===== src/hdl/deq_pkg.sv =====
package deq_pkg;

   // Operation codes carried on req_func
   localparam logic FUNC_INSERT = 1'b0;
   localparam logic FUNC_REMOVE = 1'b1;

   // Side codes carried on req_at_end
   localparam logic SIDE_FRONT = 1'b0;
   localparam logic SIDE_END   = 1'b1;

   // Result status codes
   typedef enum logic [1:0] {
      ST_OK    = 2'd0,
      ST_EMPTY = 2'd1,
      ST_FULL  = 2'd2
   } status_type;

   // Storage strobes from the controller to the slot memory
   typedef struct packed {
      logic wr_en;
      logic rd_en;
   } mem_cmd_type;

endpackage


===== src/hdl/deq_ctrl.sv =====
// Deque controller: front/end pointers, count, cached front and end words.
// Inserts finish in the accept cycle; a remove that leaves one or more words
// reads the new front or end word from the slot memory in the S_READ state.
module deq_ctrl #(
   parameter int DEPTH      = 256,
   parameter int DATA_WIDTH = 32,
   parameter int IDX_W      = 8,
   parameter int CNT_W      = 9
) (
   input  logic                    clock,
   input  logic                    reset,
   // request side
   input  logic                    req_valid,
   output logic                    req_ready,
   input  logic                    req_func,
   input  logic                    req_at_end,
   input  logic [DATA_WIDTH-1:0]   req_value,
   // result toward the output register
   input  logic                    res_free,
   output logic                    res_valid,
   output logic [1:0]              res_status,
   output logic [DATA_WIDTH-1:0]   res_removed,
   output logic [DATA_WIDTH-1:0]   res_front,
   output logic [DATA_WIDTH-1:0]   res_end,
   output logic [CNT_W-1:0]        res_count,
   // slot memory
   output deq_pkg::mem_cmd_type    mem_cmd,
   output logic [IDX_W-1:0]        mem_wr_addr,
   output logic [DATA_WIDTH-1:0]   mem_wr_data,
   output logic [IDX_W-1:0]        mem_rd_addr,
   input  logic [DATA_WIDTH-1:0]   mem_rd_data
);

   typedef enum logic {
      S_IDLE,
      S_READ
   } state_type;

   localparam logic [IDX_W-1:0] IDX_LAST = IDX_W'(DEPTH - 1);
   localparam logic [CNT_W-1:0] CNT_FULL = CNT_W'(DEPTH);

   state_type             state_ff, state_in;
   logic [IDX_W-1:0]      front_idx_ff, front_idx_in;
   logic [IDX_W-1:0]      end_idx_ff, end_idx_in;
   logic [CNT_W-1:0]      held_ff, held_in;
   logic [DATA_WIDTH-1:0] front_val_ff, front_val_in;
   logic [DATA_WIDTH-1:0] end_val_ff, end_val_in;
   logic [DATA_WIDTH-1:0] taken_ff, taken_in;
   logic                  side_ff, side_in;

   logic                  accept;
   logic                  is_remove;
   logic                  is_end;
   logic                  empty;
   logic                  full;
   logic [IDX_W-1:0]      front_inc, front_dec, end_inc, end_dec;

   // circular index steps, valid for any depth
   assign front_inc = (front_idx_ff == IDX_LAST) ? '0 : front_idx_ff + 1'b1;
   assign front_dec = (front_idx_ff == '0) ? IDX_LAST : front_idx_ff - 1'b1;
   assign end_inc   = (end_idx_ff == IDX_LAST) ? '0 : end_idx_ff + 1'b1;
   assign end_dec   = (end_idx_ff == '0) ? IDX_LAST : end_idx_ff - 1'b1;

   assign req_ready = (state_ff == S_IDLE) && res_free;
   assign accept    = req_valid && req_ready;
   assign is_remove = (req_func == deq_pkg::FUNC_REMOVE);
   assign is_end    = (req_at_end == deq_pkg::SIDE_END);
   assign empty     = (held_ff == '0);
   assign full      = (held_ff == CNT_FULL);

   // next state, memory strobes and result
   always_comb begin
      state_in     = state_ff;
      front_idx_in = front_idx_ff;
      end_idx_in   = end_idx_ff;
      held_in      = held_ff;
      front_val_in = front_val_ff;
      end_val_in   = end_val_ff;
      taken_in     = taken_ff;
      side_in      = side_ff;

      mem_cmd     = '0;
      mem_wr_addr = front_dec;
      mem_wr_data = req_value;
      mem_rd_addr = front_inc;

      res_valid   = 1'b0;
      res_status  = deq_pkg::ST_OK;
      res_removed = '0;
      res_front   = '0;
      res_end     = '0;
      res_count   = held_ff;

      unique case (state_ff)
         S_IDLE: begin
            if (accept) begin
               if (is_remove && empty) begin
                  // refused: nothing held
                  res_valid  = 1'b1;
                  res_status = deq_pkg::ST_EMPTY;
               end else if (!is_remove && full) begin
                  // refused: no free slot
                  res_valid  = 1'b1;
                  res_status = deq_pkg::ST_FULL;
                  res_front  = front_val_ff;
                  res_end    = end_val_ff;
               end else if (!is_remove) begin
                  mem_cmd.wr_en = 1'b1;
                  held_in       = held_ff + 1'b1;
                  if (is_end) begin
                     end_idx_in  = end_inc;
                     mem_wr_addr = end_inc;
                     end_val_in  = req_value;
                     if (empty) begin
                        front_val_in = req_value;
                     end
                  end else begin
                     front_idx_in = front_dec;
                     mem_wr_addr  = front_dec;
                     front_val_in = req_value;
                     if (empty) begin
                        end_val_in = req_value;
                     end
                  end
                  res_valid = 1'b1;
                  res_front = front_val_in;
                  res_end   = end_val_in;
                  res_count = held_in;
               end else begin
                  held_in  = held_ff - 1'b1;
                  taken_in = is_end ? end_val_ff : front_val_ff;
                  side_in  = req_at_end;
                  if (is_end) begin
                     end_idx_in  = end_dec;
                     mem_rd_addr = end_dec;
                  end else begin
                     front_idx_in = front_inc;
                     mem_rd_addr  = front_inc;
                  end
                  if (held_ff == CNT_W'(1)) begin
                     // last word leaves: result is ready now
                     res_valid   = 1'b1;
                     res_removed = taken_in;
                     res_count   = held_in;
                  end else begin
                     mem_cmd.rd_en = 1'b1;
                     state_in      = S_READ;
                  end
               end
            end
         end
         S_READ: begin
            // new front or end word arrives from memory
            if (side_ff == deq_pkg::SIDE_END) begin
               end_val_in = mem_rd_data;
            end else begin
               front_val_in = mem_rd_data;
            end
            res_valid   = 1'b1;
            res_removed = taken_ff;
            res_front   = front_val_in;
            res_end     = end_val_in;
            res_count   = held_ff;
            state_in    = S_IDLE;
         end
         default: begin
            state_in = S_IDLE;
         end
      endcase
   end

   // state and pointer registers
   always_ff @(posedge clock) begin
      if (reset) begin
         state_ff     <= S_IDLE;
         front_idx_ff <= '0;
         end_idx_ff   <= IDX_LAST;
         held_ff      <= '0;
      end else begin
         state_ff     <= state_in;
         front_idx_ff <= front_idx_in;
         end_idx_ff   <= end_idx_in;
         held_ff      <= held_in;
      end
      front_val_ff <= front_val_in;
      end_val_ff   <= end_val_in;
      taken_ff     <= taken_in;
      side_ff      <= side_in;
   end

   // count never passes capacity
   assert property (@(posedge clock) disable iff (reset) held_ff <= CNT_FULL)
      else $error("deque count above capacity");

   // memory is never read and written in one cycle
   assert property (@(posedge clock) disable iff (reset) !(mem_cmd.wr_en && mem_cmd.rd_en))
      else $error("slot memory read and write collide");

   // a read cycle only follows an accepted remove
   assert property (@(posedge clock) disable iff (reset)
      (state_ff == S_READ) |-> $past(accept && is_remove))
      else $error("read cycle without a remove");

   // when empty, end pointer sits just before front pointer
   assert property (@(posedge clock) disable iff (reset)
      empty |-> (end_idx_ff == front_dec))
      else $error("pointers disagree with empty count");

   // the read cycle always hands over a result
   assert property (@(posedge clock) disable iff (reset)
      (state_ff == S_READ) |-> res_valid && res_free)
      else $error("read cycle result lost");

endmodule


===== config.mk =====
export PLATFORM = sky130hd
export DESIGN_NAME = deq_ctrl
export DESIGN_NICKNAME = d
export VERILOG_FILES = /design/src/hdl/deq_pkg.sv /design/src/hdl/deq_ctrl.sv
export SDC_FILE = /design/constraint.sdc
export NUM_CORES = 1
export LEC_CHECK = 0
export BUFFER_PORTS_ARGS = -buffer_cell sky130_fd_sc_hd__buf_2
export CORE_MARGIN = 3
export CORE_UTILIZATION = 35
export CTS_CLUSTER_DIAMETER = 150
export DETAILED_ROUTE_END_ITERATION = 16
export PLACE_DENSITY = 0.67
export SLEW_MARGIN = 20
export SYNTH_ARGS = -nofsm -noshare
export SYNTH_HDL_FRONTEND = slang
export SYNTH_SLANG_ARGS = --single-unit

===== constraint.sdc =====
create_clock -name clock -period 2.5 [get_ports clock]
set_clock_uncertainty 0.05 [all_clocks]
set_input_delay 0.125 -clock clock [delete_from_list [all_inputs] [get_ports clock]]
set_output_delay 0.125 -clock clock [all_outputs]
set_load 0.005 [all_outputs]

; Word-level counts from Yosys, hierarchy flattened
; Index checks and enable logic that the tools add are counted.
[totals]
ff_bits = 123
latch_bits = 0
mem_bits_rw = 0
n_memories = 0
output_inout_bits = 159
rom_bits = 0
[classes]
eq_ne = 8
n_bitwise = 4
reduce_logical = 13
multipliers = 0
n_mux = 83
n_div = 0
n_lt_le_gt_ge = 0
n_shift = 0
addsub = 6
[ops]
columns = operator, count
row1 = 32-bit two-way mux, 28
row2 = 32-bit case mux with 2 select lines, 5
row3 = 8-bit two-way mux, 22
row4 = 9-bit two-way mux, 6
row5 = 9-bit case mux with 2 select lines, 1
row6 = "8-bit by 1-bit adder with 8-bit output, second input constant", 2
row7 = "8-bit equality test, second input constant", 2
row8 = 8-bit logical NOT, 2
row9 = 2-bit two-way mux, 8
row10 = "8-bit by 1-bit subtractor with 8-bit output, second input constant", 2
row11 = 5-bit AND reduction, 3
row12 = 1-bit two-way mux, 11
row13 = "9-bit by 1-bit adder with 9-bit output, second input constant", 1
row14 = "9-bit by 1-bit equality test with 1-bit output, second input constant", 1
row15 = "9-bit equality test, second input constant", 1
row16 = 9-bit logical NOT, 1
row17 = "9-bit by 1-bit subtractor with 9-bit output, second input constant", 1
row18 = "2-bit inequality test, second input constant", 4
row19 = 4-bit AND reduction, 2
row20 = 1-bit logical AND, 4
row21 = 1-bit NOT, 4
row22 = 1-bit case mux with 2 select lines, 2
row23 = 1-bit logical NOT, 1

; Logic depth before layout (Yosys ltp)
; Gate-level depths: netlist of the first run.
[depth]
word_depth = 8
mapped_depth = 9
mapped_depth_nobuf = 8

; Worst setup path before layout of the first run
; OpenSTA, ideal clock, no wires.
[synth_path]
path_type = register to register
from = reg held_ff[0]
to = reg end_val_ff[0], enable pin
setup_time_ns = 0.394
stages_incl_launch_ff = 7
synth_period_minus_slack_ns = 2.555
path_slack_ns = -0.055
required_ns = 2.056
arrival_ns = 2.111
path_cell_list = dfxtp_1 inv_1 ha_1 clkbuf_2 and3_1 a21oi_1 or2_2
[synth_between]
elab_chain_len = 4
[synth_lines]
columns = element, line
row1 = "start, declared", deq_ctrl.sv:45  ; logic [CNT_W-1:0] held_ff, held_in;
row2 = "start signal, assigned", deq_ctrl.sv:183  ; held_ff <= held_in;
row3 = 9-bit equality test / 9-bit logical NOT (equally long branches), "deq_ctrl.sv:69, deq_ctrl.sv:68"
row4 = 1-bit logical AND (on tied branches), "deq_ctrl.sv:101, deq_ctrl.sv:97"
row5 = 2-bit inequality test (no line), n/a
row6 = 4-bit AND reduction (no line) *, n/a
row7 = "end signal, assigned", deq_ctrl.sv:186  ; end_val_ff <= end_val_in;
row8 = "end, declared", deq_ctrl.sv:47  ; logic [DATA_WIDTH-1:0] end_val_ff, end_val_in;
; Mark *: on every way between the ends. The rest lies on a longest branch, timed or not.
; A chain may end at the register's enable or synchronous reset.

; Final worst setup path of the first run
[layout_path]
from = reg held_ff[2]
to = out res_front[3]
[layout_between]
elab_chain_len = 8
[layout_lines]
columns = element, line
row1 = 9-bit logical NOT, deq_ctrl.sv:68  ; assign empty = (held_ff == '0);
row2 = 32-bit two-way mux, deq_ctrl.sv:114  ; if (empty) begin
row3 = 32-bit two-way mux, deq_ctrl.sv:110  ; if (is_end) begin
row4 = 32-bit two-way mux, deq_ctrl.sv:107  ; end else if (!is_remove) begin
row5 = 32-bit two-way mux, deq_ctrl.sv:101  ; end else if (!is_remove && full) begin
row6 = 32-bit two-way mux *, deq_ctrl.sv:97  ; if (is_remove && empty) begin
row7 = 32-bit two-way mux *, deq_ctrl.sv:96  ; if (accept) begin
row8 = 32-bit case mux with 2 select lines *, deq_ctrl.sv:94  ; unique case (state_ff)
row9 = "end, declared", deq_ctrl.sv:23  ; output logic [DATA_WIDTH-1:0] res_front,
; Marked as above.

==> run summary, run 1 <==
Status: finished, violations left
Violated checks: negative setup slack
Most common cell in the netlist: edfxtp_1
CTS tree: done
Kind of critical path: reg -> out
Share of the synthesized area in the top cell type: 33.2%
Cell-internal power: 0.00508 W
Vias per inst: 5.97
Die area: 27000 sq um
All-Layer GR Usage: 22.1%
Fin. Hold Viols: 0
Final Cycle Share: 103%
Layout Area Growth over Synthesis: 29.0%
Slew Limit Fails: 0
Cell Area, Placed: 10100 sq um
H-tree depth: 4
Max Fclk: 0.389 GHz
Most used flip-flop cell after synthesis: edfxtp_1
Slowest-stage cell, CP: a221o_1
XOR/XNOR share of the synthesized area: 3.60%
Util after Layout: 46.2%
Longest Clk Path Bufs: 2
Vias in the first global route: 7879
Setup Viol. Count Final: 31
Post-synth top area cell: edfxtp_1
WP data arrival: 2.40 ns
I/O pin count: 229
Clock transition at the register clock pins on the worst setup and hold paths after CTS: 0.06 ns
Port Buffers: 228
Largest net degree at the start of global routing: 63
Compound-gate portion of the synthesized area: 25.6%
CTS Root Cell: clkbuf_16
Grt ovf: 0
Net total in the final layout: 1147
Netlist Area Pre-Place: 8760 sq um
Fillers: 2283
Initial Util: 35.8%
# DRC: 0
Worst slew margin: 31.4%
Number of flops mapped to enable cells by yosys: 97
# clock sinks: 123
Ranking of synthesized cells by area: edfxtp_1 (33%), a221o_1 (11%), dfxtp_1 (5.9%)
Mux contribution to synthesized area: 4.95%
TritonCTS Buffers: 17
YS warnings: 0
Via count: 8383
Die Width: 164 um
Flip-flop and latch count after synthesis: 123
Worst-skew pair later-pin latency: 0.42 ns
Worst Tran Pin Value: 1.03 ns
Final wirelength: 31400 um
Top cells by count, synth: edfxtp_1 (97), a221o_1 (95), clkbuf_1 (46)
Max-cap violations: 0
CP Launch Type: flip-flop
Hold crit path type: in -> reg
Worst path cell trace: nor4_4 > a31o_2 > buf_6 > a21oi_4 > a21o_4 > buf_12 > a221o_1 > buf_2
VDD IR-drop max: 0.000350 V
Antenna violations before repair: 2
Asr flop ratio synth: 0%
Finished Cell Area: 11300 sq um
Switch Pwr: 0.00241 W
CP Buf/Inv Count: 3
Placer Congestion: 0.900
Final HPWL DP: 20200 um
Seq pwr share: 34.6%
Row cnt: 57
1st-pass router iterations: 5
Core area: 24500 sq um
Syn Inst Count: 866
Post-DRT Antenna Nets: 0
Synth Area in Simple Gates: 16.9%
DP Worst Slack: 0.0902 ns
DIE HEIGHT: 164 um
Worst Path Required: 2.33 ns
Post-synthesis cell type count: 68
Minimum clock period: 2.57 ns
Largest fanout on the critical path: 10
Top Family by Delay on Critical Path: compound AO/OA/AOI/OAI gates
Switching Share: 32.2%
Net count after synthesis: 946
Synth Area in Adders: 1.43%
Final WS setup: -0.0716 ns
Clock share of power: 34.2%
Leak: 4.78 nW
Largest family of logic cells by synthesized area: compound AO/OA/AOI/OAI gates
WL/cell: 22.3 um
Syn Area/Cell: 10.1 sq um
Share of layout cells above drive strength 1: 38.8%
Worst path max stage delay: 0.35 ns
Seq/Total Area, Yosys: 39.2%
Min Hold Slack: 0.0130 ns
Cell Pwr Density: 662 nW/um^2
CP Capture Type: primary output
First-pass GRT wire length: 46200 um
Gate power share: 31.3%
RSZ-0062 raised after global routing: yes
DRT iter0 DRCs: 762
[what timing repair did]
| action | 4_1_cts | 5_1_grt |
|---|---|---|
| resized for setup | 32 | 39 |
| hold endpoints to repair | 3 | 0 |
| setup buffers | 10 | 8 |
| hold buffers | 3 | 0 |
| gates cloned | 2 | 3 |
| endpoints found under the setup margin | 105 | 101 |
| pin swaps | 20 | 12 |
[power by group through the flow]
stage	Sequential, W	Combinational (W)	Clock, W
after global placement	0.00262	0.00206	0
after floorplan	0.00256	0.00137	0
after detailed placement	0.00262	0.00208	0
after CTS	0.00258	0.00220	0.00259
final	0.00259	0.00234	0.00256
after global routing	0.00260	0.00252	0.00268
[flip-flops by register name (all words and copies together), names as in the netlist]
| signal | flops |
|---|---|
| side_ff | 1 |
| front_idx_ff | 8 |
| taken_ff | 32 |
| end_idx_ff | 8 |
| end_val_ff | 32 |
| held_ff | 9 |
| state_ff | 1 |
| front_val_ff | 32 |
[worst paths after layout]
path                    endpoint  slack, ns  depth (start not counted)           from
setup / recovery    res_front[3]      -0.07                          8     held_ff[2]
hold / removal    end_val_ff[16]       0.01                          2  req_value[16]
setup reg to reg   end_val_ff[7]       0.12                          7     held_ff[1]
hold reg to reg    end_idx_ff[1]       0.54                          2  end_idx_ff[1]
[per-layer routing]
metal | global-route usage [%] | share of wire, %
met1 | 30.1 | 43
met2 | 34.2 | 47
met3 | 6.03 | 8.8
met4 | 6.50 | 1.9
met5 | 0 | 0.086
[worst register-to-register path: stages (launching register included)]
cell and delay [ns]:
dfxtp_1 0.32, inv_2 0.08, ha_4 0.15, nor4b_4 0.26
buf_4 0.20, a21oi_1 0.12, nor2_4 0.76, a221o_1 0.30
[area by class of cell]
type                            count  area (sq um)  area share, %
Antenna cell                        1          2.50         0.0221
Tap cell                          324           405           3.59
Sequential cell                   123          3450           30.5
Clock buffer                       18           429           3.80
Multi-Input combinational cell    610          4890           43.2
Timing Repair Buffer              296          1890           16.7
Inverter                           19          78.8          0.697
Clock inverter                     13           166           1.47
[cells by family (layout without fill, tap and decap cells)]
| group | Yosys count | count (layout) |
|---|---|---|
| buf+inv | 135 | 346 |
| compound gates | 266 | 268 |
| mux | 39 | 39 |
| fa+ha+maj | 10 | 10 |
| flops | 123 | 123 |
| other cells | 0 | 1 |
| xor+xnor | 36 | 36 |
| simple gates | 257 | 257 |
[stage by stage]
stage / std cells / total power, W / setup TNS [ns]
after floorplan: 866 / 0.00393 / 0
after global placement: 1346 / 0.00468 / 0
after detailed placement: 1346 / 0.00470 / 0
after CTS: 1392 / 0.00737 / -1.80
after global routing: 1403 / 0.00781 / -5.97
final: 1404 / 0.00748 / -0.882
[placed cells by master, fill, tap and decap left out, types with 24 or more instances in the layout]
cell type and count:
and2_1 34, a32o_1 32, nor2_1 36, a211o_1 32, a221o_1 95, edfxtp_1 97, mux2_2 35, and3_1 33
o21ai_0 24, nand2_1 38, buf_4 44, xnor2_1 25, nor3b_1 30, buf_2 227
Note: power is estimated with default switching activity, not from simulation.
==> inputs of run 2 (changes only) <==
Settings changed: ABC_AREA from default to 1, CORE_MARGIN 3 to default, PLACE_DENSITY 0.67 to 0.66, SKIP_LAST_GASP from default to 1.
==> run 2 against run 1 <==
The run now ends clean. Setup slack better by 0.18 ns. Clock power is 2% lower. Utilization is 2.7 points lower. Count of clock-buffer cells in the layout is 1 higher. Cell area is 11% higher. First-iteration DRC count is 37% higher. Via count is 39% higher. Power is 2.7% lower.
==> run summary, run 2 <==
Core area: 28900 sq um
Max-cap violations: 0
Number of flops mapped to enable cells by yosys: 97
Netlist Area Pre-Place: 10400 sq um
CTS Root Cell: clkbuf_16
Slew Limit Fails: 0
Cell Pwr Density: 578 nW/um^2
VDD IR-drop max: 0.000440 V
Post-synthesis cell type count: 33
Die Width: 174 um
Most used cell, CP: nand2_1
Fillers: 3076
Most used flip-flop cell after synthesis: edfxtp_1
CP Buf/Inv Count: 2
Fin. Hold Viols: 0
R2R setup slack: 0.45 ns
TritonCTS Buffers: 17
Top flop regs: end_val_ff (32), front_val_ff (32), taken_ff (32)
Placer Congestion: 0.905
WL/cell: 16.3 um
Commonest non-fill, non-tap cell in the layout: nand2_1
Worst Tran Pin Value: 0.698 ns
WP data arrival: 2.22 ns
DIE HEIGHT: 174 um
Crit. path cell count: 12
I/O pin count: 229
Clock transition at the register clock pins on the worst setup and hold paths after CTS: 0.07 ns
H-tree depth: 4
Reg2reg path depth: 10
CTS tree: done
# diodes: 0
Vias in the first global route: 10700
Flip-flop and latch count after synthesis: 123
Cell Area, Placed: 11700 sq um
Initial Util: 35.9%
Slowest-stage cell, CP: dfxtp_2
Leak: 6.70 nW
Finished Cell Area: 12600 sq um
Minimum clock period: 2.40 ns
CP Capture Type: primary output
Top Family by Delay on Critical Path: simple AND/OR/NAND/NOR gates
Asr flop ratio synth: 0%
Row cnt: 62
Final HPWL DP: 24200 um
Worst path cell trace: nor2_4 > nand2_2 > nor2_8 > nand2_4 > nand2_2 > buf_12 > nand2_1 > nand3_1 > nand2_1 > nand2_1 > nand2_1 > buf_2
# clock sinks: 123
Worst path max stage delay: 0.37 ns
Status: finished, final reports clean
Min Hold Slack: 0.0183 ns
Via count: 11700
Net total in the final layout: 1919
RSZ-0062 raised after global routing: yes
Top cells by count, synth: nand2_1 (649), nand3_1 (238), o21ai_0 (162)
Post-synth top area cell: edfxtp_1
Syn Inst Count: 1671
Grt ovf: 0
Largest net degree at the start of global routing: 82
Vias per inst: 5.23
Layout Area Growth over Synthesis: 21.2%
Most frequent cells in the layout: nand2_1 (643), nand3_1 (238), buf_2 (227)
Share of layout cells above drive strength 1: 18.3%
Most common cell in the netlist: nand2_1
Port Buffers: 228
Share of the synthesized area in the top cell type: 28.0%
DRT iter0 DRCs: 1045
Max Fclk: 0.417 GHz
Seq/Total Area, Yosys: 33.0%
Hold crit path type: in -> reg
Antenna violations before repair: 0
Setup Viol. Count Final: 0
CP Launch Type: flip-flop
Setup TNS: 0 ns
Post-DRT Antenna Nets: 0
Net count after synthesis: 1751
Final Cycle Share: 95.8%
# DRC: 0
Kind of critical path: reg -> out
1st-pass router iterations: 6
First-pass GRT wire length: 56800 um
Hold depth: 3
Longest Clk Path Bufs: 2
Worst slew margin: 53.5%
Worst-skew pair later-pin latency: 0.42 ns
YS warnings: 0
Ranking of synthesized cells by area: edfxtp_1 (28%), nand2_1 (23%), nand3_1 (11%)
Worst Path Required: 2.33 ns
Final wirelength: 36500 um
Largest fanout on the critical path: 20
Die area: 30400 sq um
All-Layer GR Usage: 23.6%
Syn Area/Cell: 6.22 sq um
==> run 2: cell types whose count changed after synthesis, sizes merged, moves of 56 or more <==
| cell | change |
|---|---|
| a21oi | +56 |
| inv | +141 |
| nand3 | +218 |
| nand2 | +609 |
| a221o | -95 |
| o21ai | +141 |
==> run 2: per-stage QoR <==
stage          cells  total power [W]  worst slack, ns  util, %
5_1_grt         2236          0.00766          -0.0482     43.5
6_report        2236          0.00728            0.104     43.5
3_3_place_gp    2188          0.00461            0.282     40.3
4_1_cts         2232          0.00720          -0.0494     42.9
2_1_floorplan   1671          0.00400            0.255        -
3_5_place_dp    2188          0.00464            0.293     40.3
==> run 2: cell families after synthesis <==
| logic type | after synthesis | share of synthesized area, % |
|---|---|---|
| flops | 123 | 33.0 |
| xor+xnor | 12 | 1.01 |
| simple gates | 983 | 39.6 |
| fa+ha+maj | 10 | 1.20 |
| compound gates | 252 | 12.2 |
| buf+inv | 291 | 12.9 |
==> run 2: tightest hold or removal path: cells and delay by family <==
family	cells	cell delay [ns]
AO/OA/AOI/OAI	1	0.10
buffers and inverters	1	0.10
AND/OR/NAND/NOR	1	0.08
==> run 2: final timing paths <==
check	startpoint	end
setup / recovery	held_ff[4]	res_front[1]
hold / removal	mem_rd_data[5]	end_val_ff[5]
setup reg to reg	held_ff[0]	end_val_ff[15]
hold reg to reg	front_idx_ff[1]	front_idx_ff[1]
==> run 2: repair_timing <==
| item | in CTS | in global routing |
|---|---|---|
| cloned | 0 | 3 |
| pin swaps | 0 | 3 |
| hold buffers | 12 | 0 |
| buffers inserted | 0 | 1 |
| endpoints found under the hold margin | 19 | 0 |
| resized for setup | 14 | 39 |
| setup endpoints to repair | 77 | 93 |
==> run 2: area by class of cell <==
cell class | instances | area [sq um] | share of cell area [%]
sequential | 123 | 3440 | 27.3
clock inverter | 13 | 143 | 1.13
tap | 384 | 480 | 3.82
timing repair buffer | 282 | 1820 | 14.5
multi-input combinational | 1257 | 5660 | 45.0
inverter | 158 | 606 | 4.81
clock buffer | 19 | 433 | 3.44
==> run 2: per-layer routing <==
metal | vias to the layer above | share of wire [%] | global-route usage, %
met5 | - | 0 | 0
met4 | 0 | 2.4 | 8.59
met3 | 67 | 8.4 | 3.48
met2 | 617 | 46 | 38.8
met1 | 5256 | 43 | 31.2
li1 | 5744 | - | -
==> run 2: where the power goes <==
part / leakage (nW) / switching (W) / internal (W)
registers: 1.10 / 0.0000970 / 0.00242
clock network: 0.278 / 0.00104 / 0.00148
logic: 5.32 / 0.00146 / 0.000788
total: 6.70 / 0.00260 / 0.00468
==> inputs of run 3 (changes only) <==
Settings changed: CELL_PAD_IN_SITES_DETAIL_PLACEMENT from default to 0, CELL_PAD_IN_SITES_GLOBAL_PLACEMENT from default to 1, PLACE_DENSITY 0.66 to 0.87.
==> run 3 against run 2 <==
Via count about the same. Highest routed layer is now met5. Routed wire length up 0.85%. Worst hold slack better by 0.0088 ns. Global-route usage down 0.11 points. Die area unchanged. Largest power group unchanged. Clock power up 6%. Largest cell class unchanged. Combinational power about the same. Register-to-register slack better by 0.02 ns. Critical path depth unchanged.
==> run summary, run 3 (same netlist as run 2, synthesis figures left out) <==
Leak: 6.78 nW
Setup Viol. Count Final: 0
Worst Path Required: 2.33 ns
Worst path max stage delay: 0.40 ns
WP data arrival: 2.26 ns
Min Hold Slack: 0.0271 ns
Largest fanout on the critical path: 19
Initial Util: 35.9%
Row cnt: 62
Vias in the first global route: 10600
VDD IR-drop max: 0.000445 V
Grt ovf: 0
R2R setup slack: 0.47 ns
First-pass GRT wire length: 56300 um
Die Width: 174 um
Most frequent cells in the layout: nand2_1 (644), nand3_1 (238), buf_2 (227)
1st-pass router iterations: 6
Max Fclk: 0.411 GHz
TritonCTS Buffers: 17
Placer Congestion: 0.881
Status: finished, final reports clean
Cell Pwr Density: 585 nW/um^2
Via count: 11700
CTS Root Cell: clkbuf_16
Final Cycle Share: 97.3%
Die area: 30400 sq um
Top flop regs: end_val_ff (32), front_val_ff (32), taken_ff (32)
Core area: 28900 sq um
All-Layer GR Usage: 23.5%
Antenna violations before repair: 3
Top Family by Delay on Critical Path: simple AND/OR/NAND/NOR gates
Worst slew margin: 53.2%
DRT iter0 DRCs: 897
Vias per inst: 5.19
Largest net degree at the start of global routing: 65
# DRC: 0
Longest Clk Path Bufs: 2
Net total in the final layout: 1930
Fin. Hold Viols: 0
Max-cap violations: 0
Worst path cell trace: nor2_4 > nand2_4 > nor2_8 > nand2_8 > nand2_2 > buf_12 > nand2_1 > nand3_1 > nand2_1 > nand2_1 > nand2_1 > buf_2
CP Buf/Inv Count: 2
Kind of critical path: reg -> out
Tot Pwr: 0.00746 W
CTS tree: done
Worst-skew pair later-pin latency: 0.42 ns
Slew Limit Fails: 0
Final wirelength: 36800 um
CP Launch Type: flip-flop
Port Buffers: 228
Commonest non-fill, non-tap cell in the layout: nand2_1
Minimum clock period: 2.43 ns
Most used cell, CP: nand2_1
RSZ-0062 raised after global routing: yes
Clock transition at the register clock pins on the worst setup and hold paths after CTS: 0.06 ns
Slowest-stage cell, CP: dfxtp_1
Worst Tran Pin Value: 0.702 ns
DIE HEIGHT: 174 um
I/O pin count: 229
# clock sinks: 123
Share of layout cells above drive strength 1: 18.4%
WL/cell: 16.4 um
Final HPWL DP: 24700 um
Hold crit path type: in -> reg
H-tree depth: 4
Layout Area Growth over Synthesis: 22.7%
CP Capture Type: primary output
Post-DRT Antenna Nets: 0
## run 3: cell count changes in the layout (fill, tap and decap cells not counted), sizes merged
cell | before | now
dlygate4sd3 | 12 | 16
clkinv | 7 | 8
clkbuf | 22 | 20
inv | 160 | 159
bufinv | 2 | 4
diode | 0 | 1
buf | 267 | 274
## run 3: power by group
part           internal (W)  switching [W]  total [W]  leakage (nW)
clock network       0.00167        0.00101    0.00268         0.301
logic              0.000800        0.00147    0.00227          5.37
registers           0.00242      0.0000937    0.00251          1.10
## run 3: routing by layer
metal | share of wire, % | vias up | track usage [%]
met4 | 1.7 | 4 | 7.31
met1 | 44 | 5314 | 32.3
met3 | 8.2 | 43 | 3.76
met5 | 0.062 | - | 0
met2 | 46 | 551 | 37.5
li1 | - | 5765 | -
## run 3: area by class of cell
class	instances	area [sq um]
fillers	3043	16200
multi-input cells	1257	5700
diodes	1	2.50
clock buffers	17	425
well taps	384	480
clock inverters	15	198
flip-flops and latches	123	3440
repair buffers	293	1900
inverters	158	606
## run 3: final timing paths
kind                                 startpoint               to  depth (start not counted)
worst max register to register         state_ff     taken_ff[24]                          6
worst max-delay path                 held_ff[3]    res_front[12]                         12
worst min-delay path            mem_rd_data[24]   end_val_ff[24]                          3
worst min register to register  front_idx_ff[1]  front_idx_ff[1]                          2
## run 3: worst min-delay path, cell delays in order
cell	delay [ns]
buf_2	0.10
o21ai_0	0.09
nand2_1	0.08
## run 3: what timing repair did
item	in CTS	in global routing
endpoints found under the setup margin	74	112
buffers inserted	0	4
cloned	0	3
endpoints found under the hold margin	27	0
hold buffers	16	0
pin swaps	0	3
resized for setup	15	36
## run 3: per-stage QoR
| stage | setup TNS (ns) | std cells | util (%) | setup slack [ns] | instance area [sq um] |
|---|---|---|---|---|---|
| after global routing | -0.120 | 2248 | 44.1 | -0.0437 | 12800 |
| after global placement | 0 | 2192 | 40.4 | 0.243 | 11700 |
| after floorplan | 0 | 1671 | - | 0.255 | 10400 |
| final | 0 | 2248 | 44.1 | 0.0664 | 12800 |
| after CTS | -0.111 | 2240 | 43.3 | -0.0196 | 12500 |
| after detailed placement | 0 | 2192 | 40.4 | 0.230 | 11700 |
